--- src/design/bar_led_matrix_scanner_macros.svh ---
// Assertion macros for the LED matrix scanner.
`ifndef BAR_LED_MATRIX_SCANNER_MACROS_SVH
`define BAR_LED_MATRIX_SCANNER_MACROS_SVH
`ifndef SYNTH
`define BLS_ASSERT_SAME(label, ante, cons) \
    label: assert property (@(posedge clk) disable iff (!rst_n) (ante) |-> (cons)) \
        else $error("bls: same-cycle check failed");
`define BLS_ASSERT_NEXT(label, ante, cons) \
    label: assert property (@(posedge clk) disable iff (!rst_n) (ante) |=> (cons)) \
        else $error("bls: next-cycle check failed");
`else
`define BLS_ASSERT_SAME(label, ante, cons)
`define BLS_ASSERT_NEXT(label, ante, cons)
`endif
`endif

--- src/design/bls_pkg.sv ---
// Shared types and constants for the LED matrix scanner.
`timescale 1ns / 1ps

package bls_pkg;

    localparam int RowCount  = 18;
    localparam int RowW      = 5;
    localparam int PeriodW   = 16;
    localparam int SinkW     = 16;

    localparam logic [RowW-1:0]  LastRow   = 5'd17;
    localparam logic [RowW-1:0]  BlankRow  = 5'd18;
    localparam logic [SinkW-1:0] BlankSink = 16'h00FF;

    localparam logic [1:0] ReqTick  = 2'd0;
    localparam logic [1:0] ReqBar   = 2'd1;
    localparam logic [1:0] ReqPixel = 2'd2;
    localparam logic [1:0] ReqClear = 2'd3;

    typedef logic [7:0] row_byte_t;

    typedef struct packed {
        logic [1:0]      req_type;
        logic [RowW-1:0] row_index;
        logic [3:0]      bar_height;
        logic [2:0]      pixel_column;
    } req_t;

    typedef struct packed {
        row_byte_t        source_byte;
        logic [SinkW-1:0] sink_word;
        logic             select_first;
        logic             select_last;
    } scan_t;

    // thermometer code, saturating at eight lit LEDs
    function automatic row_byte_t bar_code(input logic [3:0] height);
        logic [8:0] ones;
        begin
            ones = (9'd1 << height[2:0]) - 9'd1;
            bar_code = height[3] ? 8'hFF : ones[7:0];
        end
    endfunction

endpackage

--- src/design/bls_req_if.sv ---
// Request channel: valid/ready with one request beat.
`timescale 1ns / 1ps

interface bls_req_if;
    logic                      valid;
    logic                      ready;
    logic [1:0]                req_type;
    logic [bls_pkg::RowW-1:0]  row_index;
    logic [3:0]                bar_height;
    logic [2:0]                pixel_column;

    modport source (output valid, req_type, row_index, bar_height, pixel_column,
                    input ready);
    modport sink   (input valid, req_type, row_index, bar_height, pixel_column,
                    output ready);
endinterface

--- src/design/bls_scan_if.sv ---
// Scan step channel: valid/ready with one drive pattern per beat.
`timescale 1ns / 1ps

interface bls_scan_if;
    logic                       valid;
    logic                       ready;
    logic [7:0]                 source_byte;
    logic [bls_pkg::SinkW-1:0]  sink_word;
    logic                       select_first;
    logic                       select_last;

    modport source (output valid, source_byte, sink_word, select_first, select_last,
                    input ready);
    modport sink   (input valid, source_byte, sink_word, select_first, select_last,
                    output ready);
endinterface

--- src/design/bar_led_matrix_scanner.sv ---
// Top level: 18-row frame store, tick prescaler and row scan sequencer.
// Requests are registered on entry and processed from that register, so one
// request beat is taken every clock; a request that emits a scan step needs the
// output register to be free or draining, otherwise the request register holds.
// Requests pass the request and then the output register. Tick requests advance
// a 16-bit prescaler; when it reaches scan_period a step fires for the current
// row, a blanking step after row 17. cfg_wr_en / cfg_wr_data write scan_period.
`timescale 1ns / 1ps
`include "bar_led_matrix_scanner_macros.svh"

module bar_led_matrix_scanner (
    input  logic                          clk,
    input  logic                          rst_n,
    input  logic                          cfg_wr_en,
    input  logic [bls_pkg::PeriodW-1:0]   cfg_wr_data,
    bls_req_if.sink                       req,
    bls_scan_if.source                    scan
);

    logic [bls_pkg::PeriodW-1:0] scan_period_reg;
    logic [bls_pkg::PeriodW-1:0] tick_count_reg, tick_count_next;
    logic [bls_pkg::RowW-1:0]    scan_row_reg, scan_row_next;
    bls_pkg::row_byte_t          frame_rows_reg  [bls_pkg::RowCount];
    bls_pkg::row_byte_t          frame_rows_next [bls_pkg::RowCount];

    logic                        in_valid_reg;
    bls_pkg::req_t               in_item_reg;
    logic                        out_valid_reg;
    bls_pkg::scan_t              out_item_reg, out_item_next;

    logic [bls_pkg::PeriodW-1:0] tick_inc;
    logic                        step_fire;
    logic                        out_free;
    logic                        stage_fire;
    logic                        res_load;
    logic                        in_take;
    logic [bls_pkg::RowW-1:0]    bar_row;
    logic [bls_pkg::RowW-1:0]    sink_shift;

    assign tick_inc  = tick_count_reg + 16'd1;
    assign step_fire = (in_item_reg.req_type == bls_pkg::ReqTick)
                       && (tick_inc >= scan_period_reg);
    assign out_free  = !out_valid_reg || scan.ready;
    // a request with no scan beat never waits on the output side
    assign stage_fire = in_valid_reg && (out_free || !step_fire);
    assign res_load   = stage_fire && step_fire;
    assign req.ready  = !in_valid_reg || stage_fire;
    assign in_take    = req.valid && req.ready;

    assign bar_row    = bls_pkg::LastRow - in_item_reg.row_index;
    assign sink_shift = scan_row_reg - 5'd1;

    always_comb
    begin
        tick_count_next = tick_count_reg;
        scan_row_next   = scan_row_reg;
        frame_rows_next = frame_rows_reg;
        out_item_next   = '0;

        unique case (in_item_reg.req_type)
            bls_pkg::ReqBar:
            begin
                if (in_item_reg.row_index <= bls_pkg::LastRow)
                    frame_rows_next[bar_row] = bls_pkg::bar_code(in_item_reg.bar_height);
            end
            bls_pkg::ReqPixel:
            begin
                if (in_item_reg.row_index <= bls_pkg::LastRow)
                    frame_rows_next[in_item_reg.row_index] = 8'd1 << in_item_reg.pixel_column;
            end
            bls_pkg::ReqClear:
            begin
                for (int r = 0; r < bls_pkg::RowCount; r++)
                    frame_rows_next[r] = '0;
            end
            default:
            begin
                tick_count_next = step_fire ? '0 : tick_inc;
            end
        endcase

        priority if (scan_row_reg == 5'd0)
        begin
            out_item_next.source_byte  = frame_rows_reg[scan_row_reg];
            out_item_next.select_first = 1'b1;
            if (step_fire)
                scan_row_next = 5'd1;
        end
        else if (scan_row_reg == bls_pkg::LastRow)
        begin
            out_item_next.source_byte = frame_rows_reg[scan_row_reg];
            out_item_next.select_last = 1'b1;
            if (step_fire)
                scan_row_next = bls_pkg::BlankRow;
        end
        else if (scan_row_reg < bls_pkg::LastRow)
        begin
            out_item_next.source_byte = frame_rows_reg[scan_row_reg];
            out_item_next.sink_word   = 16'd1 << sink_shift[3:0];
            if (step_fire)
                scan_row_next = scan_row_reg + 5'd1;
        end
        else
        begin
            out_item_next.sink_word = bls_pkg::BlankSink;
            if (step_fire)
                scan_row_next = 5'd0;
        end
    end

    always_ff @(posedge clk or negedge rst_n)
    begin
        if (!rst_n)
        begin
            scan_period_reg <= 16'd1;
            tick_count_reg  <= '0;
            scan_row_reg    <= '0;
            in_valid_reg    <= 1'b0;
            out_valid_reg   <= 1'b0;
            for (int r = 0; r < bls_pkg::RowCount; r++)
                frame_rows_reg[r] <= '0;
        end
        else
        begin
            if (cfg_wr_en)
                scan_period_reg <= cfg_wr_data;
            if (stage_fire)
            begin
                tick_count_reg <= tick_count_next;
                scan_row_reg   <= scan_row_next;
                frame_rows_reg <= frame_rows_next;
            end
            if (req.ready)
                in_valid_reg <= req.valid;
            if (res_load)
                out_valid_reg <= 1'b1;
            else if (scan.ready)
                out_valid_reg <= 1'b0;
        end
    end

    always_ff @(posedge clk)
    begin
        if (in_take)
        begin
            in_item_reg.req_type     <= req.req_type;
            in_item_reg.row_index    <= req.row_index;
            in_item_reg.bar_height   <= req.bar_height;
            in_item_reg.pixel_column <= req.pixel_column;
        end
        if (res_load)
            out_item_reg <= out_item_next;
    end

    assign scan.valid        = out_valid_reg;
    assign scan.source_byte  = out_item_reg.source_byte;
    assign scan.sink_word    = out_item_reg.sink_word;
    assign scan.select_first = out_item_reg.select_first;
    assign scan.select_last  = out_item_reg.select_last;

    `BLS_ASSERT_SAME(a_row_range, 1'b1, scan_row_reg <= bls_pkg::BlankRow)
    `BLS_ASSERT_SAME(a_selects_excl, out_valid_reg, !(scan.select_first && scan.select_last))
    `BLS_ASSERT_NEXT(a_tick_restart, res_load, tick_count_reg == '0)
    `BLS_ASSERT_SAME(a_blank_dark, out_valid_reg && (scan.sink_word == bls_pkg::BlankSink),
                     scan.source_byte == 8'd0)
    `BLS_ASSERT_NEXT(a_step_held, out_valid_reg && !scan.ready && !res_load, out_valid_reg)

endmodule
--- src/flat_wrapper.sv ---
// flat-port wrapper written by rule: the top's interface ports become plain ports
module bar_led_matrix_scanner_flat 
  (clk, rst_n, cfg_wr_en, cfg_wr_data, req_valid, req_req_type, req_row_index, req_bar_height, req_pixel_column, req_ready, scan_valid, scan_source_byte, scan_sink_word, scan_select_first, scan_select_last, scan_ready);
  bls_req_if req_i ();
  bls_scan_if scan_i ();
  input  logic clk;
  input  logic rst_n;
  input  logic cfg_wr_en;
  input  logic [bls_pkg::PeriodW-1:0] cfg_wr_data;
  input wire logic [$bits(req_i.valid)-1:0] req_valid;
  input wire logic [$bits(req_i.req_type)-1:0] req_req_type;
  input wire logic [$bits(req_i.row_index)-1:0] req_row_index;
  input wire logic [$bits(req_i.bar_height)-1:0] req_bar_height;
  input wire logic [$bits(req_i.pixel_column)-1:0] req_pixel_column;
  output wire logic [$bits(req_i.ready)-1:0] req_ready;
  output wire logic [$bits(scan_i.valid)-1:0] scan_valid;
  output wire logic [$bits(scan_i.source_byte)-1:0] scan_source_byte;
  output wire logic [$bits(scan_i.sink_word)-1:0] scan_sink_word;
  output wire logic [$bits(scan_i.select_first)-1:0] scan_select_first;
  output wire logic [$bits(scan_i.select_last)-1:0] scan_select_last;
  input wire logic [$bits(scan_i.ready)-1:0] scan_ready;
  assign req_i.valid = req_valid;
  assign req_i.req_type = req_req_type;
  assign req_i.row_index = req_row_index;
  assign req_i.bar_height = req_bar_height;
  assign req_i.pixel_column = req_pixel_column;
  assign req_ready = req_i.ready;
  assign scan_valid = scan_i.valid;
  assign scan_source_byte = scan_i.source_byte;
  assign scan_sink_word = scan_i.sink_word;
  assign scan_select_first = scan_i.select_first;
  assign scan_select_last = scan_i.select_last;
  assign scan_i.ready = scan_ready;
  bar_led_matrix_scanner u_core (.clk(clk), .rst_n(rst_n), .cfg_wr_en(cfg_wr_en), .cfg_wr_data(cfg_wr_data), .req(req_i), .scan(scan_i));
endmodule
--- config.mk ---
export PLATFORM = sky130hd
export DESIGN_NAME = bar_led_matrix_scanner_flat
export DESIGN_NICKNAME = d
export VERILOG_FILES = /design/src/design/bls_pkg.sv /design/src/design/bls_req_if.sv /design/src/design/bls_scan_if.sv /design/src/design/bar_led_matrix_scanner.sv /design/src/flat_wrapper.sv
export VERILOG_INCLUDE_DIRS = /design/src /design/src/design
export SDC_FILE = /design/constraint.sdc
export NUM_CORES = 1
export LEC_CHECK = 0
export BUFFER_PORTS_ARGS = -buffer_cell sky130_fd_sc_hd__buf_2
export CAP_MARGIN = 25
export CORE_ASPECT_RATIO = 1.1
export CORE_MARGIN = 2
export CORE_UTILIZATION = 62
export DETAILED_ROUTE_END_ITERATION = 10
export PLACE_DENSITY = 0.8
export SLEW_MARGIN = 10
export SYNTH_ARGS = -nofsm -noshare
export SYNTH_HDL_FRONTEND = slang
export SYNTH_SLANG_ARGS = --single-unit
--- constraint.sdc ---
create_clock -name clk -period 5.7 [get_ports clk]
set_input_delay 0 -clock clk [delete_from_list [all_inputs] [get_ports clk]]
set_output_delay 0 -clock clk [all_outputs]
set_load 0.01 [all_outputs]
==> results by group, run 1 <==
GRT
  – Largest net degree at the start of global routing: between 80 and 90
  – GRT Total Usage: 35.6%
  – Antenna violations before repair: 1
  – First-pass GRT wire length: 60.9 mm
  – Number of global-route vias before repair: 11,000
  – Total congestion overflow: 0

Detailed routing
  – Met3 WL: around 3.9 mm
  – Total routed wirelength: about 38 mm
  – Initial detailed-routing violation count: about 1,300
  – Top Metal Used: met5
  – Number of vias per cell: 7.16
  – Routed wire per std cell: 25.2 um
  – DR pass1 iterations: 6
  – Via count: 10,700
  – Metal2 WL: 18.0 mm
  – # DRC: 0
  – M1 WL: 14.1 mm
  – ANT nets after route: 0

Timing
  – Min Hold Slack: -2.06 ps
  – Tcrit/Tclk final: 74.0%
  – Final Max Tran Viols: 0
  – Clk_skew: 17.9 ps
  – Actual slew at the worst max-slew pin: 1090 ps
  – Worst relative slew slack: roughly 27%
  – Min Tclk post-route: 4220 ps
  – TNS Setup: 0 ps
  – Fin. Hold Viols: 1
  – Max Fclk: 237 MHz
  – RSZ-0062 raised after global routing: false
  – Final setup violation count: 0
  – Final setup margin: between 1000 and 1500 ps

Critical path
  – CP Capture Type: flip-flop
  – Reg2reg start: u_core.tick_count_reg[0]$_DFFE_PN0P_
  – Terminus of the critical flop-to-flop path: u_core.in_item_reg[9]$_DFFE_PP_
  – R2r worst-path depth: 10
  – Setup slack, reg-to-reg: 1480 ps
  – Crit-path max FO: 14
  – Crit path kind: reg2reg
  – Worst EP required: 5860 ps
  – Crit path DAT: 4380 ps
  – Setup crit start kind: flip-flop

Floorplan
  – I/O pin total: 63
  – Die W: around 140 um
  – Num rows: 54
  – Die area: 21,600 um2
  – Initial core utilization: 63.6%
  – Vert. Die Dim: 154 um
  – CORE AREA: between 15,000 and 20,000 um2

Clock tree
  – CTS tree: yes
  – CTS buffer count: 24
  – CTS sink cnt: roughly 220
  – Root Driver: clkbuf_16
  – Worst-path clk slew: 60 ps
  – Worst-Skew Late Latency: about 530 ps
  – Post-CTS setup buffer count: 0
  – Max H-tree Level: 1
  – CTS Buffer Depth: 3

Synthesis
  – Synthesized flop and latch total: 223
  – Cells after synthesis: 1,142
  – Post-Syn Nets: 1,204
  – Post-synth top area share: 36.0%
  – Leading area contributor after synthesis: dfrtp_1
  – Syn Area/Cell: between 10 and 15 um2
  – Synth warn: 0
  – Primary FF master, synth: dfrtp_1
  – Yosys cell types: 84
  – Post-synthesis sequential area ratio: 45.6%
  – Fraction of registers with async set/reset: 82.1%
  – Number of flops mapped to enable cells by yosys: 40
  – Top post-synthesis cells by area: dfrtp_1 (36%), edfxtp_1 (9.5%), o2bb2ai_1 (7.2%), mux4_2 (7.1%), a22oi_1 (6.9%)
  – Mapped Area: 12,700 um2

Power and ir drop
  – Logic pwr share: approximately 23%
  – Tot Pwr: 4490 uW
  – P_sw: around 1400 uW
  – Reg power frac: between 40% and 50%
  – Pwr/cell area: approximately 310 nW/um2
  – Clock power share: roughly 34%
  – Leakage: 0.00564 uW
  – VDD IR-drop max: between 200 and 300 uV
  – Sw frac: 31.8%
  – Cell Int Power: 3060 uW

Placed design
  – Post-DP HPWL: 23.8 mm
  – Placed cell areas: 13,100 um2
  – Pre-CTS setup slack: 1560 ps
  – Placer Congestion: 0.979
  – Dpl cells: 1,390
  – Port-buffer cells: 62

Flow run
  – Max-cap violation count: 0

Run status
  – Failing checks: negative hold slack
  – Status: complete, but fails checks

Layout
  – # diodes: 0
  – Synth-to-Final Area Change: 14.6%
  – Commonest non-fill, non-tap cell in the layout: dfrtp_1
  – Post-Layout Cell Count: roughly 1,500
  – Final instance area: 14,500 um2
  – Max reg flops: 144
  – Share of layout cells above drive strength 1: between 15 and 20%
  – Commonest cells after routing, fill and taps aside: dfrtp_1 (180), a22oi_1 (116), o2bb2ai_1 (104)
  – Final nets: roughly 1,300
  – Fillers: approximately 1,300

Min path
  – HP Class: in2async
-- per-stage QoR --
stage	util, %	hold WS [ps]
global placement	65.5	-3.06
finish	72.8	-2.06
floorplan	-	-296
CTS	72.6	18.2
detailed placement	65.6	-1.29
global route	72.8	50.0
-- power by group through the flow --
stage	Clock [uW]	Sequential, uW	Combinational [uW]
finish	1520	1940	1030
global route	1600	1960	1110
CTS	1530	1930	1010
detailed placement	0	1960	955
global placement	0	1950	927
floorplan	0	1820	813
-- area by class of cell --
| type | instances | area, um2 | area share [%] |
|---|---|---|---|
| sequential | 223 | 5780 | 39.8 |
| timing repair buffer | 148 | 1160 | 7.98 |
| clock buffer | 30 | 644 | 4.44 |
| inverter | 33 | 124 | 0.853 |
| clock inverter | 14 | 110 | 0.758 |
| multi-input combinational | 800 | 6380 | 44.0 |
| tap | 252 | 315 | 2.17 |
-- worst max path at each step --
stage                                                    start                                 end
after global placement    u_core.tick_count_reg[0]$_DFFE_PN0P_    u_core.in_item_reg[11]$_DFFE_PP_
after floorplan           u_core.tick_count_reg[2]$_DFFE_PN0P_  u_core.scan_row_reg[1]$_DFFE_PN0P_
after global routing      u_core.tick_count_reg[0]$_DFFE_PN0P_     u_core.in_item_reg[6]$_DFFE_PP_
after detailed placement  u_core.tick_count_reg[0]$_DFFE_PN0P_    u_core.in_item_reg[11]$_DFFE_PP_
final                     u_core.tick_count_reg[0]$_DFFE_PN0P_     u_core.in_item_reg[9]$_DFFE_PP_
after CTS                 u_core.tick_count_reg[0]$_DFFE_PN0P_     u_core.in_item_reg[9]$_DFFE_PP_
-- layer usage --
metal  vias to the layer above  track usage (%)
met2                       698             57.8
met4                         2             17.4
li1                       4632                -
met5                         -                0
met3                       132             7.23
met1                      5280             46.1
-- critical path, stage by stage, from the launching register on --
cell     delay, ps
dfrtp_1        430
and4_1         270
nand4_1        350
or4_1          630
xnor2_1        150
ha_1           290
nand4_1        220
nor4_4         100
a31oi_1        600
and2_1         240
o31a_1         560
-- cells by family after synthesis --
group / after synthesis / synth area share (%)
flip-flops: 223 / 45.6
AND/OR/NAND/NOR: 260 / 11.2
buffers and inverters: 119 / 4.30
XOR/XNOR: 19 / 1.37
adder cells (fa/ha/maj): 27 / 2.67
multiplexers: 53 / 8.17
AO/OA/AOI/OAI: 441 / 26.6
-- cell usage after synthesis, types with 12 or more instances --
| master | n |
|---|---|
| dfrtp_1 | 182 |
| a22oi_1 | 116 |
| o2bb2ai_1 | 104 |
| nand2_1 | 96 |
| o21ai_0 | 76 |
| edfxtp_1 | 40 |
| mux4_2 | 40 |
| clkbuf_1 | 38 |
| nor2_1 | 38 |
| a21oi_1 | 33 |
| inv_1 | 32 |
| buf_2 | 30 |
| ha_1 | 27 |
| nand3_1 | 22 |
| nor3_1 | 15 |
| xnor2_1 | 12 |
-- what timing repair did --
| item | 4_1_cts | 5_1_grt |
|---|---|---|
| hold endpoints to repair | 88 | 0 |
| gates resized for setup | 0 | 0 |
| setup endpoints to repair | 0 | 0 |
| hold buffers | 64 | 0 |
No activity file was read; power rests on OpenSTA's default activity.
==> run 2, diff against run 1 <==
- ABC_AREA: default -> 1
- CORE_UTILIZATION: 62 -> 56
- PLACE_DENSITY: 0.8 -> 0.77
- clock period: 5.7 -> 3.84 ns (I/O delays scaled with it)
==> run 2 against run 1 <==
  * The run now ends clean
  * Non-clock buffer count is 9 higher
  * Utilization is 7.0 points lower
  * Global-route usage is 2.1 points lower
  * Clock skew is 2.1 ps higher
==> results by group, run 2 <==
Timing
  – Final Max Tran Viols: 0
  – Max Fclk: 264 MHz
  – Final setup violation count: 0
  – Fin. Hold Viols: 0
  – Actual slew at the worst max-slew pin: 1090 ps
  – Clk_skew: 20.0 ps
  – Min Tclk post-route: 3790 ps
  – TNS Setup: 0 ps
  – Worst relative slew slack: ~27%
  – Tcrit/Tclk final: 98.8%
  – Final setup margin: 45.5 ps

Synthesis
  – Top-count cell post-synth: nand2_1
  – Leading area contributor after synthesis: dfrtp_1
  – Fraction of registers with async set/reset: just over 80%
  – Post-synthesis sequential area ratio: 45.2%
  – Post-synth top area share: 35.6%
  – Yosys cell types: 43
  – Synth warn: 0
  – Syn Area/Cell: 7.81 um2
  – Cells after synthesis: between 1,500 and 2,000
  – Synthesized flop and latch total: between 200 and 250
  – Primary FF master, synth: dfrtp_1
  – Post-Syn Nets: 1,700
  – Top post-synthesis cells by area: dfrtp_1 (36%), nand2_1 (14%), edfxtp_1 (9.4%), o21ai_0 (7.6%), inv_1 (3.9%)
  – Number of flops mapped to enable cells by yosys: 40
  – Top cells by count, synth: nand2_1 (474), o21ai_0 (194), dfrtp_1 (182)
  – Mapped Area: between 10,000 and 15,000 um2

Floorplan
  – Die area: 24,100 um2
  – Vert. Die Dim: 163 um
  – I/O pin total: 63
  – Num rows: 58
  – Initial core utilization: between 50 and 60%
  – CORE AREA: around 23,000 um2
  – Die W: 148 um

Critical path
  – Reg2reg start: u_core.tick_count_reg[0]$_DFFE_PN0P_
  – Worst setup path start: u_core.tick_count_reg[0]$_DFFE_PN0P_
  – Crit path DAT: 4220 ps
  – Setup slack, reg-to-reg: 50 ps
  – CP Capture Type: flip-flop
  – Crit-path max FO: 4
  – Setup crit start kind: flip-flop
  – Worst EP required: 4260 ps
  – Terminus of the critical flop-to-flop path: u_core.in_valid_reg$_DFFE_PN0P_
  – Crit path kind: reg2reg
  – R2r worst-path depth: 19

Placed design
  – Placed cell areas: about 13,000 um2
  – Port-buffer cells: 62
  – Pre-CTS setup slack: about 470 ps
  – Placer Congestion: ~1
  – Dpl cells: around 1,900
  – Post-DP HPWL: 25.7 mm

Clock tree
  – Max H-tree Level: 1
  – CTS tree: yes
  – CTS Buffer Depth: 3
  – CTS buffer count: 24
  – CTS sink cnt: 223
  – Root Driver: clkbuf_16
  – Worst-path clk slew: 70 ps
  – Worst-Skew Late Latency: 540 ps

Power and ir drop
  – P_sw: 2920 uW
  – Pwr/cell area: 504 nW/um2
  – Logic pwr share: 33.9%
  – Leakage: 0.00663 uW
  – Reg power frac: 36.6%
  – Clock power share: 29.5%
  – Cell Int Power: 4590 uW
  – Sw frac: 38.9%
  – VDD IR-drop max: 395 uV

GRT
  – First-pass GRT wire length: 63.5 mm
  – Number of global-route vias before repair: between 10,000 and 15,000
  – Antenna violations before repair: 0
  – GRT Total Usage: 33.5%
  – Largest net degree at the start of global routing: 81
  – Total congestion overflow: 0

Layout
  – # diodes: 0
  – Commonest cells after routing, fill and taps aside: nand2_1 (470), o21ai_0 (192), dfrtp_1 (178)
  – Final instance area: 14,900 um2
  – Final nets: 1,806
  – Share of layout cells above drive strength 1: 11.9%
  – Synth-to-Final Area Change: 16.5%
  – Post-Layout Cell Count: 2,062
  – Max reg flops: 144
  – Fillers: 1,879
  – Commonest non-fill, non-tap cell in the layout: nand2_1
  – Final Util: ~66%

Run status
  – Status: completed

Detailed routing
  – ANT nets after route: 0
  – DR pass1 iterations: 6
  – Via count: approximately 13,000
  – Routed wire per std cell: 20.0 um
  – Number of vias per cell: between 6 and 7
  – Total routed wirelength: 41.3 mm
  – Initial detailed-routing violation count: 1,554
  – # DRC: 0

Min path
  – HP Class: in2reg
  – WHS Path Cells: 2
  – Hold path start: cfg_wr_en
  – Min-Delay Endpoint: u_core.scan_period_reg[0]$_DFFE_PN1P_

Flow run
  – Max-cap violation count: 0
==> run 2: layout make-up <==
| cell class | instances | area (um2) | share of cell area [%] |
|---|---|---|---|
| Inverter | 138 | 518 | 3.48 |
| Timing Repair Buffer | 157 | 1230 | 8.25 |
| Clock buffer | 31 | 668 | 4.48 |
| Tap cell | 300 | 375 | 2.52 |
| Sequential cell | 223 | 5790 | 38.8 |
| Multi-Input combinational cell | 1200 | 6250 | 42.0 |
| Clock inverter | 13 | 70.1 | 0.470 |
==> run 2: worst max-delay path by stage <==
| stage | slack [ps] | cells after the start | to |
|---|---|---|---|
| floorplan | 540 | 17 | u_core.scan.select_first$_DFFE_PP_ |
| global placement | 580 | 17 | u_core.scan.sink_word[0]$_SDFFCE_PP0P_ |
| detailed placement | 470 | 15 | u_core.scan.sink_word[3]$_SDFFCE_PP0P_ |
| CTS | 80 | 17 | u_core.in_valid_reg$_DFFE_PN0P_ |
| global route | -110 | 19 | u_core.in_valid_reg$_DFFE_PN0P_ |
| finish | 50 | 19 | u_core.in_valid_reg$_DFFE_PN0P_ |
==> run 2: logic make-up after synthesis <==
logic type	count (synthesis)	share of synthesized area, %
AO/OA/AOI/OAI	441	21.2
XOR/XNOR	15	1.09
adder cells (fa/ha/maj)	27	2.64
buffers and inverters	215	6.44
flip-flops	223	45.2
multiplexers	1	0.0880
AND/OR/NAND/NOR	716	23.3
==> run 2: critical path, stage by stage, from the launching register on <==
cell and delay [ps]:
dfrtp_1 430, ha_2 240, nand3_2 120, inv_2 100, nand3_2 80, nor2_2 140
nand3_1 100, xnor2_1 160, ha_1 300, nand2_1 110, nor3_2 190, nand2_1 90
nand2_2 90, nand2_1 100, inv_2 80, nand3_2 90, nand2_2 130, dlygate4sd3_1 550
nand2_1 50, dlygate4sd3_1 550
==> run 2: what timing repair did <==
action | in CTS | in global routing
hold buffers | 65 | 0
endpoints found under the hold margin | 104 | 0
setup buffers | 0 | 6
endpoints found under the setup margin | 0 | 27
resized for setup | 0 | 22
==> run 2: power groups by stage <==
stage | clock network [uW] | logic (uW) | registers [uW]
finish | 2220 | 2550 | 2750
global route | 2320 | 2760 | 2770
CTS | 2210 | 2370 | 2730
detailed placement | 0 | 2300 | 2770
global placement | 0 | 2240 | 2770
floorplan | 0 | 1550 | 2730
==> run 2: metal layers <==
layer	GRT usage, %	part of all wire [%]	wire (um)	vias to the layer above
li1	-	-	-	5833
met3	6.11	8.8	3640	201
met2	55.5	48	19700	757
met1	41.2	37	15400	6048
met5	0	0	0	-
met4	19.2	6.2	2550	0
==> run 2: metrics by stage <==
step	hold slack, ps	total power [uW]
after floorplan	-296	4280
after global placement	68.7	5010
after detailed placement	74.4	5070
after CTS	25.9	7310
after global routing	89.1	7840
final	67.2	7510
